**config.mk**
```make
export PLATFORM = sky130hd
export DESIGN_NAME = msb_bit_reader_sync_hunt
export DESIGN_NICKNAME = d
export VERILOG_FILES = /design/src/rtl/core/mbr_pkg.sv /design/src/rtl/core/mbr_store.sv /design/src/rtl/core/msb_bit_reader_sync_hunt.sv
export SDC_FILE = /design/constraint.sdc
export NUM_CORES = 1
export LEC_CHECK = 0
export BUFFER_PORTS_ARGS = -buffer_cell sky130_fd_sc_hd__buf_2
export CAP_MARGIN = 20
export CORE_ASPECT_RATIO = 0.5
export CORE_MARGIN = 2
export CORE_UTILIZATION = 40
export CTS_CLUSTER_DIAMETER = 80
export CTS_CLUSTER_SIZE = 28
export DETAILED_ROUTE_END_ITERATION = 8
export SYNTH_ARGS = -nofsm -noshare
export SYNTH_HDL_FRONTEND = slang
export SYNTH_SLANG_ARGS = --single-unit
export TNS_END_PERCENT = 30
```
**constraint.sdc**
```tcl
create_clock -name clk -period 20.8 [get_ports clk]
set_clock_uncertainty 0.05 [all_clocks]
set_input_delay 1.04 -clock clk [delete_from_list [all_inputs] [get_ports clk]]
set_output_delay 1.04 -clock clk [all_outputs]
set_load 0.02 [all_outputs]
```
**src/rtl/core/mbr_pkg.sv**
```systemverilog
// ----------------------------------------------------------------------------
// mbr_pkg
// Shared codes and types for the MSB-first bit reader with sync hunt.
// ----------------------------------------------------------------------------
`default_nettype none

package mbr_pkg;

  // item kinds (in_tuser)
  localparam logic [1:0] ACT_PUSH = 2'd0;
  localparam logic [1:0] ACT_READ = 2'd1;
  localparam logic [1:0] ACT_HUNT = 2'd2;

  // result kinds (out_tuser)
  localparam logic [1:0] STS_OK       = 2'd0;
  localparam logic [1:0] STS_UNDERRUN = 2'd1;
  localparam logic [1:0] STS_SYNC     = 2'd2;
  localparam logic [1:0] STS_OVERFLOW = 2'd3;

  localparam int MaxReadBits = 32;

  typedef enum logic [3:0] {
    ST_IDLE = 4'b0001,
    ST_READ = 4'b0010,
    ST_HUNT = 4'b0100,
    ST_DONE = 4'b1000
  } state_t;

endpackage : mbr_pkg

`default_nettype wire

```
**src/rtl/core/mbr_store.sv**
```systemverilog
// ----------------------------------------------------------------------------
// mbr_store
// Circular byte store: one write port, one registered read port. A write to
// the address being read in the same cycle is forwarded to the read data.
// ----------------------------------------------------------------------------
`default_nettype none

module mbr_store
  import mbr_pkg::*;
#(
  parameter int DEPTH = 8
) (
  input  wire logic                     clk,
  input  wire logic                     wr_en,
  input  wire logic [$clog2(DEPTH)-1:0] wr_addr,
  input  wire logic [7:0]               wr_data,
  input  wire logic [$clog2(DEPTH)-1:0] rd_addr,
  output logic      [7:0]               rd_data
);

  logic [7:0] mem [DEPTH];
  logic [7:0] rd_data_r;

  always_ff @(posedge clk) begin
    if (wr_en) begin
      mem[wr_addr] <= wr_data;
    end
  end

  // write-first on an address match
  always_ff @(posedge clk) begin
    if (wr_en && (wr_addr == rd_addr)) begin
      rd_data_r <= wr_data;
    end else begin
      rd_data_r <= mem[rd_addr];
    end
  end

  assign rd_data = rd_data_r;

endmodule : mbr_store

`default_nettype wire

```
**src/rtl/core/msb_bit_reader_sync_hunt.sv**
```systemverilog
// ----------------------------------------------------------------------------
// msb_bit_reader_sync_hunt
// MSB-first bit reader over a small circular byte store, with sync-word hunt.
// ----------------------------------------------------------------------------
// Each input transaction is a push (one stream byte), a read of 0..32 bits
// (first bit most significant, counts above 32 saturate) or the start of a
// sync hunt, which consumes bits until SYNC_ONES ones in a row are seen and
// then reports the byte offset where that run began. A hunt that runs out of
// buffered bits waits and resumes on later pushes; a read abandons it.
// A push stores one stream byte and runs the hunt scan if one is waiting;
// a read touches ceil((bit_offset + n) / 8) store bytes for n > 0, and a
// hunt scans one store byte per cycle. Overflow pushes, underflow and
// zero-bit reads go to the result without using the store. The byte store
// has a single read port and one byte comes out of it per cycle, which
// paces reads and hunts. Results pass through an output register, so the next
// transaction is accepted while a result waits for out_tready. The store
// needs no clearing after reset: only written bytes are ever read.
// ----------------------------------------------------------------------------
`default_nettype none

module msb_bit_reader_sync_hunt
  import mbr_pkg::*;
#(
  parameter int STORE_BYTES = 8,
  parameter int SYNC_ONES   = 12
) (
  input  wire logic        clk,
  input  wire logic        rst_n,
  input  wire logic        in_tvalid,
  output logic             in_tready,
  input  wire logic [15:0] in_tdata,   // [7:0] in_byte, [13:8] bit_count, [15:14] zero
  input  wire logic [1:0]  in_tuser,   // [1:0] action
  output logic             out_tvalid,
  input  wire logic        out_tready,
  output logic      [63:0] out_tdata,  // [31:0] value, [63:32] sync_offset
  output logic      [1:0]  out_tuser   // [1:0] status
);

  localparam int StoreBits = STORE_BYTES * 8;
  localparam int IdxW      = $clog2(STORE_BYTES);
  localparam int FillW     = $clog2(StoreBits + 1);
  localparam int RunW      = $clog2(SYNC_ONES + 1);

  // input fields
  logic [1:0] in_action;
  logic [7:0] in_byte;
  logic [5:0] in_bit_count;
  assign in_action    = in_tuser;
  assign in_byte      = in_tdata[7:0];
  assign in_bit_count = in_tdata[13:8];

  // control state
  state_t            state_r, state_nxt;
  logic [IdxW-1:0]   rd_idx_r, rd_idx_nxt;     // store byte of next unread bit
  logic [2:0]        bit_off_r, bit_off_nxt;   // bit within that byte, MSB = 0
  logic [FillW-1:0]  fill_r, fill_nxt;
  logic              hunt_r, hunt_nxt;
  logic [RunW-1:0]   run_r, run_nxt;
  logic [31:0]       cons_r, cons_nxt;         // bits consumed, wraps
  logic [5:0]        remain_r, remain_nxt;     // bits left in a read
  logic              out_tvalid_r, out_tvalid_nxt;

  // payload
  logic [31:0]       res_value_r, res_value_nxt;
  logic [1:0]        res_status_r, res_status_nxt;
  logic [31:0]       out_value_r, out_value_nxt;
  logic [31:0]       out_offset_r, out_offset_nxt;
  logic [1:0]        out_status_r, out_status_nxt;

  // store port
  logic              st_wr_en;
  logic [IdxW-1:0]   st_wr_addr;
  logic [7:0]        st_rd_data;

  mbr_store #(
    .DEPTH (STORE_BYTES)
  ) u_store (
    .clk     (clk),
    .wr_en   (st_wr_en),
    .wr_addr (st_wr_addr),
    .wr_data (in_byte),
    .rd_addr (rd_idx_nxt),    // data for the current byte is always ready
    .rd_data (st_rd_data)
  );

  // occupancy: bytes holding unread bits, and the slot after them
  logic [FillW+1:0] used_bytes;
  logic [IdxW:0]    wr_sum;
  logic             store_full;
  assign used_bytes = ((FillW+2)'(bit_off_r) + (FillW+2)'(fill_r) + (FillW+2)'(7)) >> 3;
  assign store_full = used_bytes >= (FillW+2)'(STORE_BYTES);
  assign wr_sum     = (IdxW+1)'(rd_idx_r) + used_bytes[IdxW:0];
  assign st_wr_addr = (wr_sum >= (IdxW+1)'(STORE_BYTES))
                    ? IdxW'(wr_sum - (IdxW+1)'(STORE_BYTES)) : wr_sum[IdxW-1:0];

  logic       in_fire;
  logic       out_free;
  assign in_tready = (state_r == ST_IDLE);
  assign in_fire   = in_tvalid && in_tready;
  assign out_free  = !out_tvalid_r || out_tready;
  assign st_wr_en  = in_fire && (in_action == ACT_PUSH) && !store_full;

  // saturated read count
  logic [5:0] rd_count;
  assign rd_count = (in_bit_count > 6'(MaxReadBits)) ? 6'(MaxReadBits) : in_bit_count;

  // bits left in the current byte
  logic [3:0] byte_left;
  assign byte_left = 4'd8 - {1'b0, bit_off_r};

  // read step: take up to the rest of the current byte
  logic [3:0] rd_take;
  logic [7:0] rd_shifted;
  logic [7:0] rd_field;
  assign rd_take    = ({2'b00, byte_left} < remain_r) ? byte_left : remain_r[3:0];
  assign rd_shifted = st_rd_data << bit_off_r;
  assign rd_field   = rd_shifted >> (4'd8 - rd_take);

  // hunt step: scan buffered bits of the current byte, stop on sync
  logic [3:0]      hunt_lim;
  logic [3:0]      hunt_cnt;
  logic [RunW-1:0] hunt_run;
  logic            hunt_found;
  always_comb begin
    hunt_lim   = (fill_r < FillW'(byte_left)) ? 4'({1'b0, bit_off_r}) + 4'(fill_r)
                                              : 4'd8;
    hunt_cnt   = 4'd0;
    hunt_run   = run_r;
    hunt_found = 1'b0;
    for (int j = 0; j < 8; j++) begin
      if (!hunt_found && (4'(j) >= {1'b0, bit_off_r}) && (4'(j) < hunt_lim)) begin
        if (st_rd_data[3'(7 - j)]) begin
          hunt_run = hunt_run + RunW'(1);
        end else begin
          hunt_run = '0;
        end
        hunt_cnt = hunt_cnt + 4'd1;
        if (hunt_run >= RunW'(SYNC_ONES)) begin
          hunt_found = 1'b1;
        end
      end
    end
  end

  // position advance shared by read and hunt steps
  logic [3:0] adv;
  logic [3:0] off_sum;
  always_comb begin
    adv = 4'd0;
    case (state_r)
      ST_READ: adv = rd_take;
      ST_HUNT: adv = hunt_cnt;
      default: adv = 4'd0;
    endcase
    off_sum = {1'b0, bit_off_r} + adv;
  end

  logic [31:0] sync_pos;
  assign sync_pos = cons_r - 32'(SYNC_ONES);

  always_comb begin
    state_nxt      = state_r;
    rd_idx_nxt     = rd_idx_r;
    bit_off_nxt    = bit_off_r;
    fill_nxt       = fill_r;
    hunt_nxt       = hunt_r;
    run_nxt        = run_r;
    cons_nxt       = cons_r;
    remain_nxt     = remain_r;
    res_value_nxt  = res_value_r;
    res_status_nxt = res_status_r;
    out_tvalid_nxt = out_tvalid_r && !out_tready;
    out_value_nxt  = out_value_r;
    out_offset_nxt = out_offset_r;
    out_status_nxt = out_status_r;

    // consume the bits taken by a read or hunt step
    if ((state_r == ST_READ) || (state_r == ST_HUNT)) begin
      fill_nxt = fill_r - FillW'(adv);
      cons_nxt = cons_r + 32'(adv);
      if (off_sum == 4'd8) begin
        bit_off_nxt = 3'd0;
        rd_idx_nxt  = (rd_idx_r == IdxW'(STORE_BYTES - 1)) ? '0 : rd_idx_r + IdxW'(1);
      end else begin
        bit_off_nxt = off_sum[2:0];
      end
    end

    case (state_r)
      ST_IDLE: begin
        if (in_fire) begin
          case (in_action)
            ACT_PUSH: begin
              if (store_full) begin
                res_value_nxt  = '0;
                res_status_nxt = STS_OVERFLOW;
                state_nxt      = ST_DONE;
              end else begin
                fill_nxt = fill_r + FillW'(8);
                if (hunt_r) begin
                  state_nxt = ST_HUNT;
                end
              end
            end
            ACT_READ: begin
              hunt_nxt      = 1'b0;
              run_nxt       = '0;
              res_value_nxt = '0;
              if (fill_r < FillW'(rd_count)) begin
                res_status_nxt = STS_UNDERRUN;
                state_nxt      = ST_DONE;
              end else if (rd_count == 6'd0) begin
                res_status_nxt = STS_OK;
                state_nxt      = ST_DONE;
              end else begin
                res_status_nxt = STS_OK;
                remain_nxt     = rd_count;
                state_nxt      = ST_READ;
              end
            end
            ACT_HUNT: begin
              hunt_nxt = 1'b1;
              run_nxt  = '0;
              if (fill_r != '0) begin
                state_nxt = ST_HUNT;
              end
            end
            default: begin
              state_nxt = ST_IDLE;   // unused kind: dropped
            end
          endcase
        end
      end
      ST_READ: begin
        res_value_nxt = (res_value_r << rd_take) | {24'd0, rd_field};
        remain_nxt    = remain_r - {2'b00, rd_take};
        if (remain_r == {2'b00, rd_take}) begin
          state_nxt = ST_DONE;
        end
      end
      ST_HUNT: begin
        if (hunt_found) begin
          hunt_nxt       = 1'b0;
          run_nxt        = '0;
          res_value_nxt  = '0;
          res_status_nxt = STS_SYNC;
          state_nxt      = ST_DONE;
        end else begin
          run_nxt = hunt_run;
          if (fill_r == FillW'(hunt_cnt)) begin
            state_nxt = ST_IDLE;     // dry: hunt waits for pushes
          end
        end
      end
      ST_DONE: begin
        if (out_free) begin
          out_tvalid_nxt = 1'b1;
          out_value_nxt  = res_value_r;
          out_status_nxt = res_status_r;
          out_offset_nxt = (res_status_r == STS_SYNC) ? {3'b000, sync_pos[31:3]} : '0;
          state_nxt      = ST_IDLE;
        end
      end
      default: begin
        state_nxt = ST_IDLE;
      end
    endcase
  end

  always_ff @(posedge clk) begin
    if (!rst_n) begin
      state_r      <= ST_IDLE;
      rd_idx_r     <= '0;
      bit_off_r    <= '0;
      fill_r       <= '0;
      hunt_r       <= 1'b0;
      run_r        <= '0;
      cons_r       <= '0;
      remain_r     <= '0;
      out_tvalid_r <= 1'b0;
    end else begin
      state_r      <= state_nxt;
      rd_idx_r     <= rd_idx_nxt;
      bit_off_r    <= bit_off_nxt;
      fill_r       <= fill_nxt;
      hunt_r       <= hunt_nxt;
      run_r        <= run_nxt;
      cons_r       <= cons_nxt;
      remain_r     <= remain_nxt;
      out_tvalid_r <= out_tvalid_nxt;
    end
  end

  always_ff @(posedge clk) begin
    res_value_r  <= res_value_nxt;
    res_status_r <= res_status_nxt;
    out_value_r  <= out_value_nxt;
    out_offset_r <= out_offset_nxt;
    out_status_r <= out_status_nxt;
  end

  assign out_tvalid = out_tvalid_r;
  assign out_tdata  = {out_offset_r, out_value_r};
  assign out_tuser  = out_status_r;

  // --------------------------------------------------------------------------
  // checks
  // --------------------------------------------------------------------------
  a_fill_bound: assert property (@(posedge clk) disable iff (!rst_n)
    fill_r <= FillW'(StoreBits))
    else $error("buffered bit count exceeds store size");

  a_read_covered: assert property (@(posedge clk) disable iff (!rst_n)
    (state_r == ST_READ) |-> ((remain_r != 6'd0) && (fill_r >= FillW'(remain_r))))
    else $error("read in progress without enough buffered bits");

  a_hunt_has_bits: assert property (@(posedge clk) disable iff (!rst_n)
    (state_r == ST_HUNT) |-> (hunt_r && (fill_r != '0)))
    else $error("hunt scan with nothing buffered or hunt inactive");

  a_sync_ends_hunt: assert property (@(posedge clk) disable iff (!rst_n)
    ((state_r == ST_DONE) && (res_status_r == STS_SYNC)) |-> (!hunt_r && (run_r == '0)))
    else $error("sync reported while hunt still active");

  a_run_below_sync: assert property (@(posedge clk) disable iff (!rst_n)
    run_r < RunW'(SYNC_ONES))
    else $error("ones run reached sync length without a result");

endmodule : msb_bit_reader_sync_hunt

`default_nettype wire
```
### Word level (Yosys, flattened, before mapping)

Memories as Yosys holds them, arrays and structs flattened. A register that Yosys moved wholly into a read port is not among the register bits.
Cells that the tools add are included.

* add/subtract/negate cells: 25
* reduce and logical (&&, ||, !) cells: 44
* bitwise gates (word level): 1
* $lt $le $gt $ge: 29
* mux-type cells: 98
* eq/ne operators: 25
* shift-type cells: 3

Operator list (count)
* $mux W4: 41
* $mux W32: 3
* $pmux W32 S3: 1
* $pmux W32 S2: 1
* $add A4 B1 Y4 const B: 10
* $ge A4 B4 Y1 const B: 9
* $mux W7: 5
* $add A32 B4 Y32: 1
* $or A32 B8 Y32: 1
* $shl A32 B4 Y32: 1
* $sub A32 B4 Y32 const B: 1
* $mux W6: 5
* $mux W1: 24
* $logic_and A1 B1 Y1: 18
* $lt A3 B4 Y1 const A: 4
* $pmux W4 S2: 2
* $pmux W4 S4: 1
* $mux W3: 5
* $reduce_and A5 Y1: 3
* $add A3 B4 Y4: 3
* $pmux W4 S3: 1
* $pmux W6 S2: 1
* $logic_not A1 Y1: 10
* $ne A2 B2 Y1 const B: 5
* other kinds (50): 69

* flip-flop bits (word level): 161
* memories kept: 1
* memory bits (writable): 64
* word-level logic and storage cells: 241

Memories
* u_store.mem: depth 8, bits a word 8, read ports 1, clocked after Yosys merged registers in 1, wr ports 1, line mbr_store.sv:21 `logic [7:0] mem [DEPTH];`

### Logic depth before layout (Yosys ltp)

Gate-level depths: netlist of the first run.

* word-level depth: 61
* mapped depth: 43
* mapped depth without buffers: 41

### By module

A second synthesis of the first run with hierarchy kept.

* cell total of the unflattened synthesis: 1319
* area, all modules: 13700.6 um2

By module, submodules not included
* msb_bit_reader_sync_hunt: area an instance 11109.4 um2, instances 1, cells an instance 1210
* mbr_store: area an instance 2591.2 um2, instances 1, cells an instance 109

### Least setup slack after synthesis of the first run

OpenSTA, ideal clock, no wires.

* path kind: flip-flop to flip-flop
* from: register bit_off_r[0]
* to: register cons_r[26]
* buffers on the path: 2
* period minus slack after synthesis: 8177 ps
* stages on the path, launching flop included: 40
* path slack: 12623 ps
* arrival time: 8012 ps
* library setup time: 115 ps
* path through: dfxtp_1 -> clkbuf_1 -> inv_1 -> clkbuf_1 -> ha_1 -> ha_1 -> inv_1 -> ha_1 -> o21a_1 -> o31a_1 -> a211oi_4 -> a31o_4 -> ha_1 -> xor2_1 -> ha_1 -> mux2_2 -> ha_1 -> mux2_2 -> [... 4 more ...] -> mux2_2 -> ha_1 -> and3_1 -> xnor2_1 -> nor2_1 -> a21oi_1 -> inv_1 -> ha_1 -> a21o_1 -> a21oi_1 -> nor2_1 -> nand3_1 -> nor2_1 -> and3_1 -> nor2b_1 -> nand3_1 -> xnor2_1 -> and2_1

* word-level cells in the longest chain between the ends: 39
* elaborated cells between the ends (all ways): 90
* those cells by class: add/sub (13); order compare (20); mux (36); reduce/logical (21)

Ends and longest elaborated chain
* from (decl): line msb_bit_reader_sync_hunt.sv:55 `logic [2:0] bit_off_r, bit_off_nxt;`
* from (signal assigned): line msb_bit_reader_sync_hunt.sv:284 `bit_off_r <= bit_off_nxt;`
* $sub A4 B3 Y4: line msb_bit_reader_sync_hunt.sv:109 `assign byte_left = 4'd8 - {1'b0, bit_off_r};`
* $lt A7 B4 Y1: line msb_bit_reader_sync_hunt.sv:125 `hunt_lim = (fill_r < FillW'(byte_left)) ? 4'({1'b0, bit_off_r}) + 4'(fill_r)`
* $mux W4: line msb_bit_reader_sync_hunt.sv:125
* $lt A1 B4 Y1: line msb_bit_reader_sync_hunt.sv:131 `if (!hunt_found && (4'(j) >= {1'b0, bit_off_r}) && (4'(j) < hunt_lim)) begin`
* $logic_and A1 B1 Y1: line msb_bit_reader_sync_hunt.sv:131
* $mux W1: line msb_bit_reader_sync_hunt.sv:131
* $logic_not A1 Y1: line msb_bit_reader_sync_hunt.sv:131
* $logic_and A1 B1 Y1 (2 in series): line msb_bit_reader_sync_hunt.sv:131
* [... 22 more ...]
* $ge A4 B4 Y1: line msb_bit_reader_sync_hunt.sv:138 `if (hunt_run >= RunW'(SYNC_ONES)) begin`
* $mux W1: line msb_bit_reader_sync_hunt.sv:138
* $mux W1: line msb_bit_reader_sync_hunt.sv:131
* $logic_not A1 Y1: line msb_bit_reader_sync_hunt.sv:131
* $logic_and A1 B1 Y1: line msb_bit_reader_sync_hunt.sv:131
* $mux W4: line msb_bit_reader_sync_hunt.sv:131
* $pmux W4 S2 (*): line msb_bit_reader_sync_hunt.sv:150 `case (state_r)`
* $add A32 B4 Y32 (*): line msb_bit_reader_sync_hunt.sv:180 `cons_nxt = cons_r + 32'(adv);`
* to (signal assigned): line msb_bit_reader_sync_hunt.sv:288 `cons_r <= cons_nxt;`
* to (decl): line msb_bit_reader_sync_hunt.sv:59 `logic [31:0] cons_r, cons_nxt;`

Every way passes the cells marked *; elsewhere a longest branch is shown, timed or not. The select of a mux whose other input is x is not followed.
A chain may end at the register's enable or synchronous reset.

### Final worst setup path of the first run

* from: register bit_off_r[1]
* to: register cons_r[26]

The elaborated chain is that of the path after synthesis.

==> impl_metrics.csv, run 1 <==
group,metric,value,unit
die,start_util,41.0,%
die,die_w,265,um
die,die_area,35700,um^2
placed_design,placed_area,14500,um^2
synthesis,ys_ff_latch,225,
timing,tns,0,ps
clock_network,worstSkewPairLatency,500,ps
pwr,powerDensity,64.8,nW/um^2
cells_and_area,fin_area,14900,um^2
cells_and_area,nFillCells,3117,
drt,num_vias,10100,
clock_network,postCtsSetupRepairBufs,0,
timing,finalHoldViolations,0,
clock_network,post_cts_resized,0,
setup_path,crit_type,"reg2reg",
grt,grt_pass1_wl,52.5,mm
run,maxCapViolations,0,
timing,max_slew_margin,27.5,%
setup_path,cp_num_cells,36,
min_path,hp-class,"reg2reg",
grt,grt_antenna_before_repair,0,
clock_network,path_clk_slew,120,ps
timing,finalSetupViolCount,0,
setup_path,cp.arrival,10600,ps
clock_network,cts_buffer_depth,3,
clock_network,clock-root-buffer,"clkbuf_16",
drt,drt_iter0_markers,770,
grt,grt_overflow,0,
drt,first_pass_iters,5,
cells_and_area,antenna_cells,0,
setup_path,crit_family,"simple AND/OR/NAND/NOR gates",
clock_network,clock_sinks,225,
placed_design,gp_congestion,0.906,
drt,wl,32.3,mm
synthesis,yosysSeqAreaShare,44.8,%
synthesis,synth_cell_types,89,
die,rows,47,
clock_network,cts_tree,"built",
clock_network,htree_num_levels,1,
setup_path,cp_max_fo,17,
setup_path,slowest_delay,790,ps
grt,grt_pass1_vias,10000,
setup_path,required,21150,ps
setup_path,crit_top_cell,"ha_1",
cells_and_area,final_cell_mix,"161 x edfxtp_1, 152 x nand2_1, 110 x nor2_1",
clock_network,holdBufCountCts,0,
cells_and_area,area_delta_synth_final,9.22,%
min_path,min_path_cells,2,
run_status,status,"finished, final reports clean",
synthesis,async_flop_share,0,%
cells_and_area,fin_nets,1457,
synthesis,ys_warn_count,0,
synthesis,synth_area,13700,um^2
setup_path,crit_slowest_cell,"dfxtp_1",
synthesis,syn_area_per_cell,10.3,um^2
cells_and_area,drive_gt1_share,12.9,%
grt,grt_max_degree,64,
synthesis,synth_flop_cell,"edfxtp_1",
clock_network,cts_buffers,12,
timing,timing.final.crit_period,10250,ps
drt,wl_per_cell,17.8,um
placed_design,io_buffers,84,
drt,viasPerCell,5.57,
die,io_pins,90,
pwr,peakVddDrop,58.4,uV
cells_and_area,final_common_cell,"edfxtp_1",
drt,drc,0,
setup_path,worstRegToRegCells,36,
setup_path,end_kind,"flip-flop",
pwr,power.leakage,5.95,nW
die,die_h,135,um
setup_path,crit_buf_inv,3,
synthesis,synth_edf_count,161,
grt,grtUsageTotal,18.1,%
timing,rsz0062_at_grt,"no",
timing,fmax,97.6,MHz
timing,max_slew.worst_pin.slew,1070,ps
timing,slew_violations,0,
timing,fin_crit_sh,49.3,%
synthesis,synthCells,1324,
setup_path,worst_setup_path_start_kind,"flip-flop",
placed_design,hpwlAfterDp,23.2,mm
die,core_area,33300,um^2
drt,antenna_left,0,
-- where the power goes --
group | total [mW] | internal (mW) | switching [mW]
Sequential | 0.493 | 0.486 | 0.00621
Combinational | 0.206 | 0.0772 | 0.129
Clock | 0.267 | 0.118 | 0.149
-- sequential cells by signal, indices dropped and copies added (netlist names), 4 cells and up, named ones only --
register / cells
res_value_r: 32
cons_r: 32
remain_r: 6
fill_r: 7
out_value_r: 32
run_r: 4
out_offset_r: 29
state_r: 4
u_store.mem: 64
-- final cells by class --
type | instances | area (um^2) | share of cell area, %
repair buffers | 100 | 561 | 3.76
inverters | 52 | 195 | 1.31
clock inverters | 4 | 31.3 | 0.210
flip-flops and latches | 225 | 6120 | 41.0
multi-input cells | 978 | 7130 | 47.8
well taps | 441 | 552 | 3.70
clock buffers | 16 | 337 | 2.26
-- worst register-to-register path: cells and delay by family (launching register included) --
kind	cells	cell delay, ps
simple gates	12	2960
compound gates	11	2740
fa+ha+maj	6	1730
buf+inv	3	820
flops	1	790
xor+xnor	3	630
mux	1	440
-- worst paths after layout --
check          startpoint          to  slack (ps)
max          bit_off_r[1]  cons_r[26]       10550
min             cons_r[0]   cons_r[0]         430
max reg2reg  bit_off_r[1]  cons_r[26]       10550
min reg2reg     cons_r[0]   cons_r[0]         430
-- Yosys cell counts (6+ instances only) --
cell,number,area share (%)
a211oi_1,22,1.2
a21boi_0,9,0.49
a21o_1,15,0.82
a21oi_1,45,1.6
a22oi_1,9,0.49
a31oi_1,6,0.27
and2_1,34,1.6
and3_1,28,1.3
buf_1,7,0.19
clkbuf_1,55,1.5
dfxtp_1,64,9.4
edfxtp_1,161,35
fa_1,6,0.88
ha_1,60,5.5
inv_1,48,1.3
mux2_2,11,0.91
mux2i_1,94,6.9
mux4_2,17,2.8
nand2_1,152,4.2
nand2b_1,9,0.41
nand3_1,31,1.1
nand4_1,9,0.41
nor2_1,110,3.0
nor2b_1,18,0.82
nor3_1,22,0.81
nor4_1,10,0.46
o211a_1,8,0.59
o211ai_1,7,0.38
o21ai_0,51,1.9
or3_1,14,0.64
xnor2_1,57,3.7
xor2_1,25,1.6
-- cell families (layout without fill, tap and decap cells) --
group / after synthesis / count (layout) / synth area share, %
AO/OA/AOI/OAI: 238 / 238 / 12.2
XOR/XNOR: 85 / 85 / 5.71
adder cells (fa/ha/maj): 66 / 66 / 6.37
buffers and inverters: 123 / 172 / 3.56
flip-flops: 225 / 225 / 44.8
multiplexers: 126 / 126 / 11.1
other: 1 / 3 / 0.0274
AND/OR/NAND/NOR: 460 / 460 / 16.3
-- layer usage --
metal / global-route usage [%] / part of all wire (%)
met5: 0 / 0
met2: 30.8 / 47
met3: 2.64 / 4.3
met1: 24.7 / 47
met4: 4.14 / 2.0
-- through the flow --
step,cells,power [mW],utilization [%],setup slack [ps],hold WS [ps]
after floorplan,1326,0.655,-,12620,367
after global placement,1794,0.699,43.5,10800,406
after detailed placement,1794,0.706,43.5,10660,418
after CTS,1814,0.976,44.6,10580,435
after global routing,1816,1.01,44.8,9650,459
final,1816,0.966,44.8,10550,430
Power figures use the tool's default switching activity.
==> run 2, diff against run 1 <==
==> constraint.sdc (replaced) <==
create_clock -name clk -period 10.4 [get_ports clk]
set_clock_uncertainty 0.05 [all_clocks]
set_input_delay 0.52 -clock clk [delete_from_list [all_inputs] [get_ports clk]]
set_output_delay 0.52 -clock clk [all_outputs]
set_load 0.02 [all_outputs]
==> run 2 against run 1 <==
  * Utilization up 0.25 points
  * Setup slack lost 9600 ps
  * Final cell count grew 0.28%
  * Wire length is 1.0% lower
  * Hold slack got worse by 180 ps
  * Total power is 100% higher
  * Highest routed layer unchanged
  * Critical path type unchanged
  * Non-clock buffer count grew 5
  * Flip-flop and latch count did not move
  * Sequential power rose by 100%
==> impl_metrics.csv, run 2 (same netlist as run 1, synthesis figures left out) <==
group,metric,value,unit
clock_network,cts_buffer_depth,3,
timing,tns,0,ps
drt,viasPerCell,5.50,
placed_design,hpwlAfterDp,22.8,mm
setup_path,crit_buf_inv,4,
pwr,powerDensity,131,nW/um^2
die,core_area,33300,um^2
drt,first_pass_iters,5,
placed_design,gp_congestion,0.888,
setup_path,slowest_delay,500,ps
run,maxCapViolations,0,
drt,drc,0,
grt,grtUsageTotal,17.9,%
die,die_w,265,um
setup_path,cp_num_cells,37,
timing,fmax,106,MHz
cells_and_area,antenna_cells,0,
pwr,p_total,1.97,mW
clock_network,cts_buffers,12,
setup_path,crit_slowest_cell,"o31ai_1",
die,die_h,135,um
setup_path,worstRegToRegCells,37,
drt,antenna_left,0,
setup_path,cp.arrival,9770,ps
setup_path,end_kind,"flip-flop",
run_status,status,"finished, final reports clean",
die,io_pins,90,
die,start_util,41.0,%
setup_path,required,10750,ps
clock_network,path_clk_slew,120,ps
grt,grt_pass1_vias,9787,
min_path,min_path_cells,1,
cells_and_area,fin_nets,1462,
clock_network,post_cts_resized,0,
timing,max_slew_margin,34.5,%
setup_path,crit_top_cell,"ha_1",
setup_path,crit_type,"reg2reg",
cells_and_area,largest_reg_flops,64,
clock_network,cts_tree,"built",
min_path,hp-class,"in2reg",
drt,wl,31.9,mm
grt,grt_antenna_before_repair,0,
cells_and_area,regMostFlops,"u_store.mem",
clock_network,clock-root-buffer,"clkbuf_16",
grt,grt_pass1_wl,51.9,mm
timing,fin_crit_sh,90.6,%
setup_path,worst_setup_path_start_kind,"flip-flop",
timing,rsz0062_at_grt,"no",
timing,timing.final.crit_period,9420,ps
clock_network,holdBufCountCts,0,
clock_network,postCtsSetupRepairBufs,0,
clock_network,htree_num_levels,1,
cells_and_area,final_common_cell,"edfxtp_1",
pwr,power.leakage,5.99,nW
cells_and_area,area_delta_synth_final,9.83,%
drt,wl_per_cell,17.5,um
timing,slew_violations,0,
placed_design,io_buffers,84,
timing,finalSetupViolCount,0,
clock_network,clock_sinks,225,
timing,max_slew.worst_pin.slew,982,ps
die,die_area,35700,um^2
drt,num_vias,10000,
setup_path,cp_max_fo,22,
pwr,peakVddDrop,99.0,uV
setup_path,crit_family,"adder cells",
grt,grt_overflow,0,
timing,finalHoldViolations,0,
clock_network,worstSkewPairLatency,510,ps
grt,grt_max_degree,64,
cells_and_area,drive_gt1_share,13.3,%
drt,drt_iter0_markers,768,
die,rows,47,
cells_and_area,final_cell_mix,"161 x edfxtp_1, 152 x nand2_1, 110 x nor2_1",
## run 2: metal layers
layer | wire, um | global-route usage, % | vias to the layer above
met5 | 0 | 0 | -
met4 | 454 | 3.30 | 0
met3 | 1540 | 2.94 | 35
met2 | 15000 | 30.7 | 220
met1 | 14900 | 24.3 | 4862
li1 | - | - | 4906
## run 2: power breakdown
group	internal [mW]	total, mW	leakage, nW	switching (mW)
clock network	0.263	0.570	0.193	0.307
registers	0.973	0.985	1.97	0.0119
logic	0.157	0.414	3.83	0.257
## run 2: path summary, 6_finish.rpt
path	start	end	slack (ps)
max reg2reg	bit_off_r[2]	cons_r[26]	980
min	in_tdata[2]	u_store.mem[2][2]	240
min reg2reg	res_value_r[14]	out_value_r[14]	440
max	bit_off_r[2]	cons_r[26]	980
## run 2: metrics by stage
| step | util (%) | hold slack, ps | area, um^2 | cells | setup WS, ps |
|---|---|---|---|---|---|
| after floorplan | - | 367 | 13700 | 1326 | 2220 |
| after global routing | 45.0 | 245 | 15000 | 1821 | 275 |
| after CTS | 44.9 | 232 | 15000 | 1819 | 1070 |
| final | 45.0 | 245 | 15000 | 1821 | 978 |
| after global placement | 43.7 | 409 | 14600 | 1799 | 1370 |
| after detailed placement | 43.7 | 415 | 14600 | 1799 | 1160 |
## run 2: area by class of cell
cell class / count / area, um^2
Multi-Input combinational cell: 978 / 7140
Tap cell: 441 / 552
Inverter: 52 / 195
Fill cell: 3131 / 18300
Clock buffer: 16 / 337
Timing Repair Buffer: 105 / 611
Sequential cell: 225 / 6120
Clock inverter: 4 / 58.8
==> run 3, diff against run 2 <==
--- a/config.mk
+++ b/config.mk
@@ -13,6 +13,7 @@
 export CTS_CLUSTER_DIAMETER = 80
 export CTS_CLUSTER_SIZE = 28
 export DETAILED_ROUTE_END_ITERATION = 8
+export MAX_ROUTING_LAYER = met4
 export SYNTH_ARGS = -nofsm -noshare
 export SYNTH_HDL_FRONTEND = slang
 export SYNTH_SLANG_ARGS = --single-unit
==> run 3 against run 2 <==
  * Fmax rose by 2.4%
  * Non-clock buffer count increased by 1
  * Combinational power shrank 1%
  * Largest power group unchanged
  * Clock power hardly changed
  * Highest routed layer unchanged
  * Design area about the same
  * Final cell count about the same
  * Die area unchanged
  * Flip-flop and latch count unchanged
  * Total power fell by 0.34%
  * Via count grew 1.0%
  * Wire length is 0.72% higher
==> impl_metrics.csv, run 3 (same netlist as run 1, synthesis figures left out) <==
group,metric,value,unit
grt,grtUsageTotal,18.5,%
setup_path,cp_max_fo,14,
clock_network,clock-root-buffer,"clkbuf_16",
clock_network,htree_num_levels,1,
grt,grt_pass1_vias,9747,
run,maxCapViolations,0,
clock_network,cts_buffers,12,
cells_and_area,drive_gt1_share,13.3,%
clock_network,clock_sinks,225,
setup_path,crit_top_cell,"ha_1",
clock_network,postCtsSetupRepairBufs,0,
min_path,hold_path.startpoint,"in_tdata[5]",
setup_path,critPathLaunch,"bit_off_r[0]",
grt,grt_max_degree,64,
pwr,powerDensity,131,nW/um^2
timing,slew_violations,0,
drt,viasPerCell,5.56,
timing,finalSetupViolCount,0,
die,die_area,35700,um^2
timing,max_slew.worst_pin.slew,997,ps
run_status,status,"finished, final reports clean",
grt,grt_antenna_before_repair,0,
cells_and_area,fin_util,45.0,%
die,die_w,265,um
grt,grt_overflow,0,
timing,tns,0,ps
drt,drt_iter0_markers,795,
clock_network,holdBufCountCts,0,
timing,finalHoldViolations,0,
cells_and_area,regArea,6120,um^2
die,rows,47,
setup_path,crit_family,"compound AO/OA/AOI/OAI gates",
placed_design,gp_congestion,0.884,
cells_and_area,area_delta_synth_final,9.88,%
clock_network,cts_tree,"built",
clock_network,worstSkewPairLatency,500,ps
setup_path,timing.rr.start,"bit_off_r[0]",
drt,drc,0,
timing,max_slew_margin,33.5,%
min_path,hp-class,"in2reg",
setup_path,worst_setup_path_start_kind,"flip-flop",
drt,wl_per_cell,17.7,um
die,core_area,33300,um^2
die,die_h,135,um
timing,rsz0062_at_grt,"no",
timing,fmax,109,MHz
cells_and_area,final_common_cell,"edfxtp_1",
clock_network,post_cts_resized,0,
die,start_util,41.0,%
timing,fin_crit_sh,88.5,%
placed_design,hpwlAfterDp,23.1,mm
placed_design,io_buffers,84,
setup_path,cp.arrival,9550,ps
cells_and_area,antenna_cells,0,
cells_and_area,nFillCells,3104,
setup_path,crit_type,"reg2reg",
setup_path,slowest_delay,660,ps
pwr,peakVddDrop,117,uV
cells_and_area,largest_reg_flops,64,
pwr,power.leakage,6.00,nW
drt,antenna_left,0,
cells_and_area,final_cell_mix,"161 x edfxtp_1, 152 x nand2_1, 110 x nor2_1",
clock_network,cts_buffer_depth,3,
drt,num_vias,10100,
cells_and_area,fin_nets,1463,
die,io_pins,90,
cells_and_area,multi_input_area,7140,um^2
setup_path,crit_buf_inv,5,
grt,grt_pass1_wl,51.7,mm
setup_path,required,10750,ps
clock_network,path_clk_slew,120,ps
drt,first_pass_iters,5,
setup_path,end_kind,"flip-flop",
setup_path,crit_slowest_cell,"dfxtp_1",
drt,wl,32.2,mm
cells_and_area,regMostFlops,"u_store.mem",
timing,timing.final.crit_period,9200,ps
[run 3: area by class of cell]
class	count	area share [%]
inverters	52	1.30
multi-input cells	978	47.5
well taps	441	3.68
flip-flops and latches	225	40.7
clock inverters	3	0.367
clock buffers	17	2.27
repair buffers	106	4.12
[run 3: power breakdown]
group	internal, mW	switching, mW	leakage (nW)
logic	0.157	0.254	3.83
clock network	0.263	0.303	0.191
registers	0.973	0.0119	1.97
[run 3: worst paths after layout]
path	to	slack, ps	cells past startpoint
worst min-delay path	u_store.mem[4][5]	240	1
worst min register to register	cons_r[0]	430	2
worst max-delay path	cons_r[27]	1200	38
worst max register to register	cons_r[27]	1200	38
[run 3: layer usage]
metal | track usage [%] | part of all wire [%]
met1 | 24.6 | 47
met2 | 30.1 | 47
met3 | 3.23 | 5.2
met4 | 3.70 | 1.5
met5 | - | 0
[run 3: through the flow]
stage | hold WS [ps] | cells | cell area (um^2) | worst slack [ps] | total power, mW
after global routing | 233 | 1822 | 15000 | 261 | 2.06
after floorplan | 367 | 1326 | 13700 | 2220 | 1.31
after global placement | 409 | 1800 | 14600 | 1500 | 1.40
after detailed placement | 418 | 1800 | 14600 | 1300 | 1.41
final | 243 | 1822 | 15000 | 1200 | 1.96
after CTS | 221 | 1820 | 15000 | 1240 | 1.97
